`src/rtl/pfx_pkg.sv`:
```
// Shared types, constants and the character decoder of the postfix evaluator.
`default_nettype none
package pfx_pkg;

    localparam int DATA_W          = 32;
    localparam int CHAR_W          = 8;
    localparam int STACK_DEPTH_DEF = 128;

    localparam logic [CHAR_W-1:0] CH_ZERO  = 8'h30;
    localparam logic [CHAR_W-1:0] CH_NINE  = 8'h39;
    localparam logic [CHAR_W-1:0] CH_SPACE = 8'h20;
    localparam logic [CHAR_W-1:0] CH_PLUS  = 8'h2B;
    localparam logic [CHAR_W-1:0] CH_MINUS = 8'h2D;
    localparam logic [CHAR_W-1:0] CH_STAR  = 8'h2A;
    localparam logic [CHAR_W-1:0] CH_SLASH = 8'h2F;

    typedef enum logic [2:0] {
        OP_SPACE,
        OP_DIGIT,
        OP_ADD,
        OP_SUB,
        OP_MUL,
        OP_DIV,
        OP_OTHER
    } op_t;

    typedef enum logic [1:0] {
        ST_IDLE,
        ST_EXEC,
        ST_DIV
    } state_t;

    typedef struct packed {
        logic              start;
        logic [DATA_W-1:0] dividend;
        logic [DATA_W-1:0] divisor;
    } div_req_t;

    typedef struct packed {
        logic              done;
        logic [DATA_W-1:0] quotient;
    } div_rsp_t;

    function automatic op_t decode_char(input logic [CHAR_W-1:0] ch);
        op_t op;
        if (ch == CH_SPACE)
            op = OP_SPACE;
        else if (ch >= CH_ZERO && ch <= CH_NINE)
            op = OP_DIGIT;
        else if (ch == CH_PLUS)
            op = OP_ADD;
        else if (ch == CH_MINUS)
            op = OP_SUB;
        else if (ch == CH_STAR)
            op = OP_MUL;
        else if (ch == CH_SLASH)
            op = OP_DIV;
        else
            op = OP_OTHER;
        return op;
    endfunction

endpackage
`default_nettype wire

```
`src/rtl/pfx_stack_mem.sv`:
```
// Synchronous stack memory: one write port, one read port with registered data.
`default_nettype none
module pfx_stack_mem #(
    parameter int DEPTH = pfx_pkg::STACK_DEPTH_DEF,
    parameter int WIDTH = pfx_pkg::DATA_W
) (
    input  wire logic                     clk,
    input  wire logic                     we,
    input  wire logic [$clog2(DEPTH)-1:0] waddr,
    input  wire logic [WIDTH-1:0]         wdata,
    input  wire logic                     re,
    input  wire logic [$clog2(DEPTH)-1:0] raddr,
    output logic      [WIDTH-1:0]         rdata
);

    logic [WIDTH-1:0] mem [DEPTH];

    always_ff @(posedge clk)
    begin
        if (we)
        begin
            mem[waddr] <= wdata;
        end
    end

    always_ff @(posedge clk)
    begin
        if (re)
        begin
            rdata <= mem[raddr];
        end
    end

endmodule
`default_nettype wire

```
`config.mk`:
```
export PLATFORM = sky130hd
export DESIGN_NAME = pfx_stack_mem
export DESIGN_NICKNAME = d
export VERILOG_FILES = /design/src/rtl/pfx_pkg.sv /design/src/rtl/pfx_stack_mem.sv
export SDC_FILE = /design/constraint.sdc
export NUM_CORES = 2
export LEC_CHECK = 0
export BUFFER_PORTS_ARGS = -buffer_cell sky130_fd_sc_hd__buf_2
export CORE_MARGIN = 1
export CORE_UTILIZATION = 31
export CTS_BUF_LIST = sky130_fd_sc_hd__clkbuf_4 sky130_fd_sc_hd__clkbuf_8 sky130_fd_sc_hd__clkbuf_16
export CTS_CLUSTER_SIZE = 14
export DETAILED_ROUTE_END_ITERATION = 10
export PLACE_DENSITY = 0.51
export REMOVE_ABC_BUFFERS = 1
export SETUP_SLACK_MARGIN = 0.1
export SKIP_LAST_GASP = 1
export SLEW_MARGIN = 20
export SYNTH_ARGS = -nofsm -noshare
export SYNTH_HDL_FRONTEND = slang
export SYNTH_SLANG_ARGS = --single-unit
```
`constraint.sdc`:
```
create_clock -name clk -period 3.74 [get_ports clk]
set_clock_uncertainty 0.15 [all_clocks]
set_input_delay 0.561 -clock clk [delete_from_list [all_inputs] [get_ports clk]]
set_output_delay 0.561 -clock clk [all_outputs]
set_load 0.01 [all_outputs]
```
* Yosys cells after proc, flatten, opt, wreduce, memory -nomap -nowiden
Memories as Yosys holds them, arrays and structs flattened. A register that Yosys moved wholly into a read port is not among the register bits.
Cells that the tools add are included.
** Word-level totals
- Bits of input ports :: 49
- Register bits :: 0
- Output and inout bits :: 32
- Memories kept :: 1
- Logic and storage cells :: 3
- RAM bits :: 4096
** Cells by class
- Muxes and demuxes :: 2
** Memory list
- mem :: words 128, bits a word 32, rd ports 1, clocked after Yosys merged registers in 1, wr ports 1, RTL line pfx_stack_mem.sv:16 : logic [WIDTH-1:0] mem [DEPTH];
** Operators with widths (number)
- 1-bit two-way mux :: 2

* Logic depth before layout (Yosys ltp)
- Depth after elaboration :: 2
- Gate-level depth with buffers :: 8
- Gate-level depth less buffers :: 4

* Worst setup path after synthesis
No wires, ideal clock.
- Path kind :: input port to flip-flop
- Start point :: input port we
- End point :: memory mem[98][0] (netlist bit), enable pin
- Cell stages on the path :: 3
- Setup slack :: -0.210 ns
- Data required time :: 3.129 ns
- Arrival :: 3.339 ns
- Cell sequence :: clkbuf_1 nand4_1 nor3_1
** Between the ends
- Word-level cells in the longest chain between the ends :: 2
** Ends and longest elaborated chain
- start: declaration :: RTL line pfx_stack_mem.sv:8 : input wire logic we,
- 1-bit two-way mux :: RTL line pfx_stack_mem.sv:20 : if (we)
- 1-bit two-way mux (not written as such) :: RTL line pfx_stack_mem.sv:22 : mem[waddr] <= wdata;
- end: declaration :: RTL line pfx_stack_mem.sv:16
Every way passes these cells.

==> impl_metrics.yaml <==
run_status:
  status: "finished, final reports clean"
sta:
  worst_slack_ns: 0.609
  finalSetupViolCount: 0
  tightest_slew_ns: 1.18
  hold_viol: 0
  slew_headroom_pct: 21.4
  slew_violations: 0
  rsz0062_at_grt: "no"
  fmax_mhz: 319
  period_minus_slack_ns: 3.13
  fin_crit_sh_pct: 83.7
layout:
  n_fill_cell: 44800
  final_cells: 13800
  drive_gt1_share_pct: 39.4
  regArea_um2: 124000
  final_net_count: 6789
  fin_util_pct: 37.1
  multi_input_area_um2: 32300
  area_growth_pct: 19.0
yosys:
  synth_cell_types: 16
  synth_edf_count: 4128
  ys_warn_count: 0
  syn_area_um2: 157000
  syn_avg_cell_area_um2: 26.1
  syn_inst: 5990
  ys_async_sr_fraction_pct: 0
  seq_area_frac_synth_pct: 79.2
  yosys_most_used_dff: "edfxtp_1"
  synth_seq_cells: 4128
setup_path:
  worstReg2RegEnd: "rdata[30]$_DFFE_PP_"
  r2r_slack_ns: 0.83
  path_buf_inv: 4
  crit_type: "in2reg"
  end_kind: "flop"
  r2r_start: "mem[23][30]$_DFFE_PP_"
  worstPathMaxFanout: 26
  cp.required_ns: 4.31
  cpMostUsedCell: "buf_12"
  critical-path-top-delay-family: "multiplexers"
  reg2reg_depth: 4
  arrival_ns: 3.71
  startpoint_type: "primary input"
  path_cells: "buf_12, buf_12, buf_12, buf_12, mux4_2, mux4_2, mux4_2, mux2_2"
  slowest_delay_ns: 0.68
  cpMaxStageDelayCell: "mux4_2"
place:
  place_hpwl_mm: 273
  pre_cts_ws_ns: -0.417
  io_buffers: 80
  placed_cells: 13000
  routabilityCongestion: 0.778
global_routing:
  grt.total_usage_pct: 18.1
  grt_antenna_before_repair: 75
  grt_pass1_vias: 73900
  grt_remaining_overflow: 0
  grt_pass1_wl_mm: 636
  grt_max_degree: 97
floorplanning:
  num_rows: 260
  die_h_um: 713
  pin_count: 81
  die_w_um: 713
  initial_core_util_pct: 31.2
  die_area_um2: 508000
  core-area_um2: 502000
clock_tree:
  cts_buffer_depth: 4
  cts_root_buf: "clkbuf_16"
  cts_buffers: 421
  htree_levels: 5
  cts.sinks: 4128
  path_clk_slew_ns: 0.06
  cts_resized: 0
  clk_latency_ns: 0.99
  cts_tree: "done"
power_and_ir_drop:
  cellLeakagePower_uw: 0.0568
  irDropWorstVdd_uv: 400
  power_density_nw_per_um2: 526
min_path:
  whs_path_depth: 1
  hp-class: "in2reg"
  min_to: "mem[59][7]$_DFFE_PP_"
  holdCritStartpoint: "wdata[7]"
detailed_routing:
  avgRoutedWirePerCell_um: 33.9
  vias: 72700
  post_drt_via_cell_ratio: 5.27
  wl_mm: 467
  drtAntennaViolNets: 0
  drcViolationCount: 0
  drt-initial-drc-count: 9956
  first_pass_iters: 6
run:
  drv_cap: 0
[state kept, by name (all words and copies together), names as in the netlist]
signal	flops
rdata	32
mem	4096
[power by group]
part           switching (µW)  internal, µW
logic                    3380          2240
registers                 180         51100
clock network           17900         23300
total                   21400         76600
[what timing repair did]
| action | in CTS | in global routing |
|---|---|---|
| buffers inserted | 0 | 0 |
| endpoints found under the hold margin | 424 | 0 |
| hold buffers | 16 | 0 |
[placed cells by master, fill, tap and decap left out, types with 12 or more instances in the layout]
cell           count
clkbuf_4          89
bufinv_16         27
mux4_2          1344
nor2_4           119
buf_2             42
buf_4            306
clkinv_1         118
diode_2           28
clkbuf_16        422
edfxtp_1        4128
buf_12           270
dlygate4sd3_1     16
inv_6             12
clkinv_2          72
mux2_2            32
[stage by stage]
| stage | TNS [ns] | total power [µW] | hold WS (ns) | area, µm² |
|---|---|---|---|---|
| after global placement | -6.88 | 57900 | 0.762 | 173000 |
| after detailed placement | -6.88 | 58000 | 0.775 | 173000 |
| after global routing | 0 | 101000 | 0.00121 | 186000 |
| final | 0 | 98100 | 0.0110 | 186000 |
| after CTS | 0 | 99000 | 0.00417 | 186000 |
| after floorplan | -45.00 | 54100 | 0.510 | 155000 |
[cells by family (layout without fill, tap and decap cells)]
group / after synthesis / after routing / synth area share (%)
buffers and inverters: 316 / 1413 / 0.837
muxes: 1376 / 1376 / 19.6
and+or+nand+nor: 170 / 170 / 0.445
DFF: 4128 / 4128 / 79.2
other: 0 / 28 / 0
[worst max-delay path by stage]
stage	end	depth (start not counted)	from	slack, ns
after CTS	rdata[21]$_DFFE_PP_	8	raddr[0]	0.66
final	rdata[21]$_DFFE_PP_	8	raddr[0]	0.61
after detailed placement	rdata[21]$_DFFE_PP_	8	raddr[0]	-0.42
after global placement	rdata[21]$_DFFE_PP_	8	raddr[0]	-0.43
after global routing	rdata[13]$_DFFE_PP_	8	raddr[0]	0.63
after floorplan	mem[102][0]$_DFFE_PP_	3	waddr[3]	-0.18
[worst reg2reg max path, cell delays in order, from the launching register on]
cell and delay, ns:
edfxtp_1 0.38, mux4_2 0.46, mux4_2 0.66, mux4_2 0.70, mux2_2 0.36
[layout make-up]
| cell class | count | share of cell area, % |
|---|---|---|
| Clock inverter | 259 | 1.21 |
| Sequential cell | 4128 | 66.5 |
| Timing Repair Buffer | 643 | 4.41 |
| Tap cell | 6681 | 4.48 |
| Multi-Input combinational cell | 1546 | 17.3 |
| Antenna cell | 28 | 0.0376 |
| Clock buffer | 511 | 6.02 |
[cell usage after synthesis (7+ instances only)]
| library cell | instances | share of area, % |
|---|---|---|
| buf_1 | 50 | 0.12 |
| buf_2 | 79 | 0.25 |
| clkbuf_1 | 182 | 0.44 |
| edfxtp_1 | 4128 | 79 |
| mux2_2 | 32 | 0.23 |
| mux4_2 | 1344 | 19 |
| nand2_1 | 14 | 0.034 |
| nand3_1 | 12 | 0.038 |
| nor2_1 | 122 | 0.29 |
| nor2b_1 | 7 | 0.028 |
| nor3_1 | 9 | 0.029 |
[per-layer routing]
layer | track usage [%] | part of all wire [%] | vias to the layer above
met3 | 3.23 | 7.9 | 503
met5 | 0 | 0.033 | -
met4 | 3.09 | 1.7 | 26
met2 | 29.5 | 48 | 2971
li1 | - | - | 28000
met1 | 25.8 | 42 | 41100
Power figures use the tool's default switching activity.
