`config.mk`:
```
export PLATFORM = sky130hd
export DESIGN_NAME = pfx_divider
export DESIGN_NICKNAME = d
export VERILOG_FILES = /design/src/rtl/pfx_pkg.sv /design/src/rtl/pfx_divider.sv
export SDC_FILE = /design/constraint.sdc
export NUM_CORES = 1
export LEC_CHECK = 0
export BUFFER_PORTS_ARGS = -buffer_cell sky130_fd_sc_hd__buf_4
export CORE_UTILIZATION = 60
export CTS_BUF_LIST = sky130_fd_sc_hd__clkbuf_4 sky130_fd_sc_hd__clkbuf_8
export DETAILED_ROUTE_END_ITERATION = 10
export PLACE_DENSITY = 0.94
export SLEW_MARGIN = 20
export SYNTH_ARGS = -nofsm -noshare
export SYNTH_HDL_FRONTEND = slang
export SYNTH_SLANG_ARGS = --single-unit
```
`constraint.sdc`:
```
create_clock -name clk -period 4.9 [get_ports clk]
set_clock_uncertainty 0.15 [all_clocks]
set_input_delay 0.735 -clock clk [delete_from_list [all_inputs] [get_ports clk]]
set_output_delay 0.735 -clock clk [all_outputs]
set_load 0.005 [all_outputs]
```
`src/rtl/pfx_pkg.sv`:
```
// Shared types, constants and the character decoder of the postfix evaluator.
`default_nettype none
package pfx_pkg;

    localparam int DATA_W          = 32;
    localparam int CHAR_W          = 8;
    localparam int STACK_DEPTH_DEF = 128;

    localparam logic [CHAR_W-1:0] CH_ZERO  = 8'h30;
    localparam logic [CHAR_W-1:0] CH_NINE  = 8'h39;
    localparam logic [CHAR_W-1:0] CH_SPACE = 8'h20;
    localparam logic [CHAR_W-1:0] CH_PLUS  = 8'h2B;
    localparam logic [CHAR_W-1:0] CH_MINUS = 8'h2D;
    localparam logic [CHAR_W-1:0] CH_STAR  = 8'h2A;
    localparam logic [CHAR_W-1:0] CH_SLASH = 8'h2F;

    typedef enum logic [2:0] {
        OP_SPACE,
        OP_DIGIT,
        OP_ADD,
        OP_SUB,
        OP_MUL,
        OP_DIV,
        OP_OTHER
    } op_t;

    typedef enum logic [1:0] {
        ST_IDLE,
        ST_EXEC,
        ST_DIV
    } state_t;

    typedef struct packed {
        logic              start;
        logic [DATA_W-1:0] dividend;
        logic [DATA_W-1:0] divisor;
    } div_req_t;

    typedef struct packed {
        logic              done;
        logic [DATA_W-1:0] quotient;
    } div_rsp_t;

    function automatic op_t decode_char(input logic [CHAR_W-1:0] ch);
        op_t op;
        if (ch == CH_SPACE)
            op = OP_SPACE;
        else if (ch >= CH_ZERO && ch <= CH_NINE)
            op = OP_DIGIT;
        else if (ch == CH_PLUS)
            op = OP_ADD;
        else if (ch == CH_MINUS)
            op = OP_SUB;
        else if (ch == CH_STAR)
            op = OP_MUL;
        else if (ch == CH_SLASH)
            op = OP_DIV;
        else
            op = OP_OTHER;
        return op;
    endfunction

endpackage
`default_nettype wire

```
`src/rtl/pfx_divider.sv`:
```
// Iterative signed divider, one quotient bit per cycle, truncating toward zero.
`default_nettype none
module pfx_divider (
    input  wire logic              clk,
    input  wire logic              rst_n,
    input  wire pfx_pkg::div_req_t req,
    output pfx_pkg::div_rsp_t      rsp
);
    import pfx_pkg::*;

    localparam int CNT_W = $clog2(DATA_W);

    logic              busy_reg, busy_next;
    logic              done_reg, done_next;
    logic [CNT_W-1:0]  cnt_reg, cnt_next;
    logic [DATA_W-1:0] rem_reg, rem_next;
    logic [DATA_W-1:0] quo_reg, quo_next;
    logic [DATA_W-1:0] div_reg, div_next;
    logic              neg_reg, neg_next;

    always_ff @(posedge clk or negedge rst_n)
    begin
        if (!rst_n)
        begin
            busy_reg <= 1'b0;
            done_reg <= 1'b0;
            cnt_reg  <= '0;
        end
        else
        begin
            busy_reg <= busy_next;
            done_reg <= done_next;
            cnt_reg  <= cnt_next;
        end
    end

    always_ff @(posedge clk)
    begin
        rem_reg <= rem_next;
        quo_reg <= quo_next;
        div_reg <= div_next;
        neg_reg <= neg_next;
    end

    always_comb
    begin
        logic [DATA_W:0] shifted;
        logic [DATA_W:0] trial;
        busy_next = busy_reg;
        done_next = 1'b0;
        cnt_next  = cnt_reg;
        rem_next  = rem_reg;
        quo_next  = quo_reg;
        div_next  = div_reg;
        neg_next  = neg_reg;
        shifted   = {rem_reg, quo_reg[DATA_W-1]};
        trial     = shifted - {1'b0, div_reg};
        if (req.start)
        begin
            // Work on magnitudes; the most negative value keeps its bit pattern.
            busy_next = 1'b1;
            cnt_next  = '0;
            rem_next  = '0;
            quo_next  = req.dividend[DATA_W-1] ? (DATA_W'(0) - req.dividend) : req.dividend;
            div_next  = req.divisor[DATA_W-1] ? (DATA_W'(0) - req.divisor) : req.divisor;
            neg_next  = req.dividend[DATA_W-1] ^ req.divisor[DATA_W-1];
        end
        else if (busy_reg)
        begin
            if (!trial[DATA_W])
            begin
                rem_next = trial[DATA_W-1:0];
                quo_next = {quo_reg[DATA_W-2:0], 1'b1};
            end
            else
            begin
                rem_next = shifted[DATA_W-1:0];
                quo_next = {quo_reg[DATA_W-2:0], 1'b0};
            end
            cnt_next = cnt_reg + CNT_W'(1);
            if (cnt_reg == CNT_W'(DATA_W - 1))
            begin
                busy_next = 1'b0;
                done_next = 1'b1;
            end
        end
    end

    assign rsp.done     = done_reg;
    assign rsp.quotient = neg_reg ? (DATA_W'(0) - quo_reg) : quo_reg;

endmodule
`default_nettype wire

```
Yosys cells after proc, flatten, opt, wreduce, memory -nomap -nowiden
Index checks and enable logic that the tools add are counted.
{"block": "classes", "n_bitwise": 1, "n_mux": 15, "eq_ne": 1, "n_reduce_logical": 1, "add_sub_neg": 5}
{"operator": "$mux 32", "n": 5}
{"operator": "$sub 1x32->32 const A", "n": 3}
{"operator": "$sub 33x32->33", "n": 1}
{"operator": "$mux 31", "n": 1}
{"operator": "$mux 5", "n": 2}
{"operator": "$mux 1", "n": 7}
{"operator": "$add 5x1->5 const B", "n": 1}
{"operator": "$eq 5x5->1 const B", "n": 1}
{"operator": "$reduce_bool 2->1", "n": 1}
{"operator": "$xor 1x1->1", "n": 1}
{"block": "totals", "word_cells": 31, "regBits": 104, "out_inout_bits": 33}

Logic depth before layout (Yosys ltp)
{"block": "logic_depth", "ltp_word": 4, "mapped_depth": 13, "depth_no_buf": 12}

Worst setup path before layout
No wires, ideal clock.
{"block": "synth_path", "kind": "flip-flop to output port", "from": "register quo_reg[9]", "to": "output port rsp[26] (netlist bit)", "setup_slack_ns": 1.109, "n_path_buf": 0, "arrival_time_ns": 2.906, "path_stages_with_launch": 8, "required_time_ns": 4.015, "cell_sequence": "edfxtp_1 -> or4_1 -> or2_1 -> or4_4 -> or4_4 -> or4_4 -> o41ai_2 -> xnor2_1"}
{"element": "start: declaration", "line_no": "pfx_divider.sv:17", "text": "logic [DATA_W-1:0] quo_reg, quo_next;"}
{"element": "start signal: assignment", "line_no": "pfx_divider.sv:40", "text": "quo_reg <= quo_next;"}
{"element": "end: declaration", "line_no": "pfx_divider.sv:7", "text": "output pfx_pkg::div_rsp_t rsp"}

==> metrics list <==
* Pwr dens: approximately 250 nW/µm²
- Using the TritonRoute via totals, the vias-per-cell ratio works out to 5.96.
- Netlist area before placement: 7700 µm²
- Critical Path Most Common Cell: or4_4
* Area enclosed by the die boundary: between 10,000 and 15,000 µm²
- CTS sink count: 104
* Worst hold path cell count: 2
- Ratio of final minimum period to clock period: 92.5%
* Combinational Power Share: 24.7%
- R2R Path Start: quo_reg[31]
- Pin slew with the least headroom to its limit: 973 ps
- The count of buffers added on input and output ports is 99.
- After floorplanning, the core was divided into 41 placement rows.
- No sink is reached through more buffers than the 2 on the longest clock path.
* Lkg Pwr: 0.00345 µW
- Origin of the worst min-delay path: rem_reg[1]
* Count of final setup violators: 0
- STA classifies the critical path endpoint as a primary output.
- Share of synthesized area occupied by flip-flops and latches: a little over a third
- Total negative slack: 0 ps
- Clock tree from TritonCTS: built
* Number of warnings printed during yosys synthesis: 0
* Setup slack of the critical path after layout: 366 ps
- After clock tree synthesis, the repair step resized 0 gates.
- In the synthesized netlist, the number of instances is 903.
* Worst setup slack for register-to-register paths: about 1100 ps
- Leaving out filler cells and counting taps, the final layout contains 1,152.
* Internal power: 1510 µW
- For this run, asynchronously set or reset flops after synthesis account for a little under 7%.
- WS Path Type: reg -> out
* Global-route wire length before repair: 28.3 mm
- The final layout contains 1,080 nets.
- Worst EP required: 4010 ps
- Endpoint of the worst hold-timing path: rem_reg[1]
- The final route contains 6,867 vias.
* Relative max-transition margin: 35.1%
* Drt first-iter violations: 443
- By area the synthesized netlist is led by edfxtp_1 (25%), xnor2_1 (8.8%), dfxtp_1 (8.3%), ha_1 (6.0%), nand2_1 (5.7%).
* Peak Freq: around 220 MHz
* Clock buffer count from CTS: 9
- The final count of hold timing violations is 0.
- Total power draw: about 2100 µW
- The region available for standard cell placement spans 12,600 µm².
* Outcome: completed
* Starting density of the core: 61.3%
- After legalization and detailed placement, the total HPWL measured 12.5 mm.
- At the worst endpoint, the arrival time is 3650 ps.
- The number of placed instances, taps included, is 1,135.
* Aggregate global routing overflow: 0
- H-tree depth: 3
- Slowest cell on the critical path: or4_1
- Once detail routing completed, the nets flagged for antenna violations numbered 0.
- Cells with a size suffix above 1 make up 13.7% of the layout.
- Each instance of the synthesized netlist takes up on average 8.53 µm².
- The largest single stage delay on the critical path is 520 ps.
* Prevailing post-synth register cell: edfxtp_1
- Together, buffers and inverters on the worst path number 1.
- In this run, the clock network consumes 25.2% of the power.
* Kind of launch point of the worst setup path: flop
- Net Switching: 632 µW
* GRT Util Overall: between 20% and 30%
- Gp weighted congestion: approximately 0.93
- Count of unresolved DRC violations after routing: 0
* IO Pins: 100
- For this block, the routed nets add up to 17.2 mm of wire.
- Counting flops and latches in the post-synthesis netlist gives 104.
* EDFF count, synth: 65
- Number of unique standard cell types used by synthesis: 63
- X dimension of the die: 115 µm
- For the finished layout, the period the worst path requires is between 4000 and 5000 ps.
- Initial antenna violation count: 0
* Count of maximum capacitance violations: 0
* Number of fillers in the final layout: between 900 and 1,000
- Height of the die: 115 µm
- Later-pin clock latency in the skew report: between 300 and 400 ps
* Sw Ratio: 29.4%
- Tightest Hold Check Type: reg -> reg
* Kind of cell adding the most delay to the critical path: simple AND/OR/NAND/NOR gates
* Number of global-route vias before repair: about 6,200
- For this run, the detailed router's first-pass iteration total came to 8.
* Wire per inst: between 10 and 15 µm
- In this run the critical register-to-register path is captured at rem_reg[30].
- In this run the biggest area consumer among cell types represents 25.3% of the synthesized area.
- Critical path, cell by cell: or4_1 -> or2_1 -> or4_4 -> or4_4 -> or4_4 -> o41ai_2 -> xnor2_1 -> buf_4
- Clock Root Buffer: clkbuf_8
* Sequential power share: 50.2%
- The area growth from synthesis to layout is 13.4%.
* Worst Reg2Reg Path Length in Cells: 12
- IR Drop Worst-Case VDD: 0.180 mV
* Synth area leader: edfxtp_1
- In this run the number of cells on the critical path is 8.
* Unrepaired setup endpoints after global routing: false
* Crit Path Max Fanout: 5
- Clock-pin slew was measured on the worst setup and hold paths at 110 ps.
- Net Count, Synth: 1,008
- Total inserted antenna cells: 0
- Entering global routing, the biggest net connects between 70 and 80 pins.
* Number of slew-limit violations in the final report: 0
- Prior to clock tree synthesis, the placed netlist has a worst setup slack of between 800 and 900 ps.
-- worst min-delay path, stage by stage, from the launching register on --
cell,delay [ps]
dfxtp_1,340
nand2b_1,70
a21oi_1,50
-- power by group through the flow --
stage / registers [µW] / logic (µW) / clock network, µW
after floorplan: 1070 / 317 / 0
after global placement: 1090 / 506 / 0
after detailed placement: 1090 / 523 / 0
after CTS: 1080 / 527 / 545
after global routing: 1090 / 584 / 573
final: 1080 / 529 / 540
-- how the worst max path moves through the flow --
stage                     from       to  slack [ps]
CTS                 quo_reg[8]  rsp[26]         370
global route        quo_reg[0]  rsp[28]         230
detailed placement  quo_reg[9]  rsp[26]         810
finish              quo_reg[8]  rsp[26]         370
floorplan           quo_reg[9]  rsp[26]        1110
global placement    quo_reg[9]  rsp[26]         930
-- area by class of cell --
type	instances	area [µm²]	share of cell area [%]
multi-input cells	709	4610	52.7
flip-flops and latches	104	2770	31.7
repair buffers	104	783	8.96
well taps	172	215	2.46
inverters	47	176	2.02
clock buffers	10	131	1.50
clock inverters	6	58.8	0.673
-- per-layer routing --
layer | up-vias | track usage (%) | wire length (µm)
li1 | 3394 | - | -
met1 | 3180 | 33.5 | 7420
met2 | 254 | 44.8 | 8330
met3 | 39 | 3.95 | 1030
met4 | 0 | 12.2 | 442
met5 | - | 0 | 0
-- cells in the mapped netlist, drive strengths merged, types with 2 or more instances --
cell / n
nand2: 116
nor2: 86
xnor2: 77
a21oi: 68
edfxtp: 65
o21ai: 55
inv: 47
xor2: 43
clkbuf: 40
ha: 37
dfxtp: 32
o31ai: 26
a311oi: 24
nand2b: 16
or3: 16
o41ai: 13
or4: 13
nand3: 11
nor3: 10
nand4: 9
nor2b: 8
a211oi: 7
a31oi: 7
dfrtp: 7
nor4: 6
o211ai: 6
a21o: 5
o21bai: 5
or2: 5
mux2i: 4
o21a: 4
and3: 3
buf: 3
nand3b: 3
nor3b: 3
o311ai: 3
a2111oi: 2
o2bb2ai: 2
-- per-stage QoR --
step	util [%]	instance area, µm²	hold slack, ps
4_1_cts	69.5	8740	353
5_1_grt	69.5	8740	374
6_report	69.5	8740	352
3_5_place_dp	68.0	8540	338
3_3_place_gp	68.0	8540	330
2_1_floorplan	-	7700	289
-- logic make-up (layout without fill, tap and decap cells) --
| group | count (synthesis) | count (layout) | synth area share, % |
|---|---|---|---|
| fa+ha+maj | 38 | 38 | 6.27 |
| compound gates | 237 | 237 | 20.0 |
| simple gates | 310 | 310 | 19.2 |
| mux | 4 | 4 | 0.520 |
| buf+inv | 90 | 167 | 4.48 |
| flops | 104 | 104 | 35.9 |
| xor+xnor | 120 | 120 | 13.6 |
-- placed cells by master (no fill, tap or decap), types with 6 or more instances in the layout --
master | synthesis | routed
nor2_1 | 86 | 86
nand2b_1 | 15 | 15
inv_1 | 47 | 47
a31oi_1 | 7 | 7
a211oi_1 | 7 | 7
o31ai_1 | 25 | 25
o21ai_0 | 54 | 54
xor2_1 | 43 | 42
o41ai_1 | 12 | 12
nand3_1 | 11 | 11
dfrtp_1 | 7 | 6
ha_1 | 37 | 37
a311oi_1 | 24 | 24
or3_1 | 15 | 15
dfxtp_1 | 32 | 32
edfxtp_1 | 65 | 65
nand4_1 | 9 | 9
xnor2_1 | 77 | 76
nor2b_1 | 8 | 8
clkbuf_8 | 0 | 9
o211ai_1 | 6 | 6
nand2_1 | 116 | 116
nor3_1 | 10 | 10
buf_4 | 2 | 103
a21oi_1 | 68 | 68
or4_1 | 9 | 9
-- timing repair --
| action | CTS | global route |
|---|---|---|
| buffers inserted | 0 | 0 |
| endpoints found under the hold margin | 7 | 0 |
| hold buffers | 1 | 0 |
No activity file was read; power rests on OpenSTA's default activity.
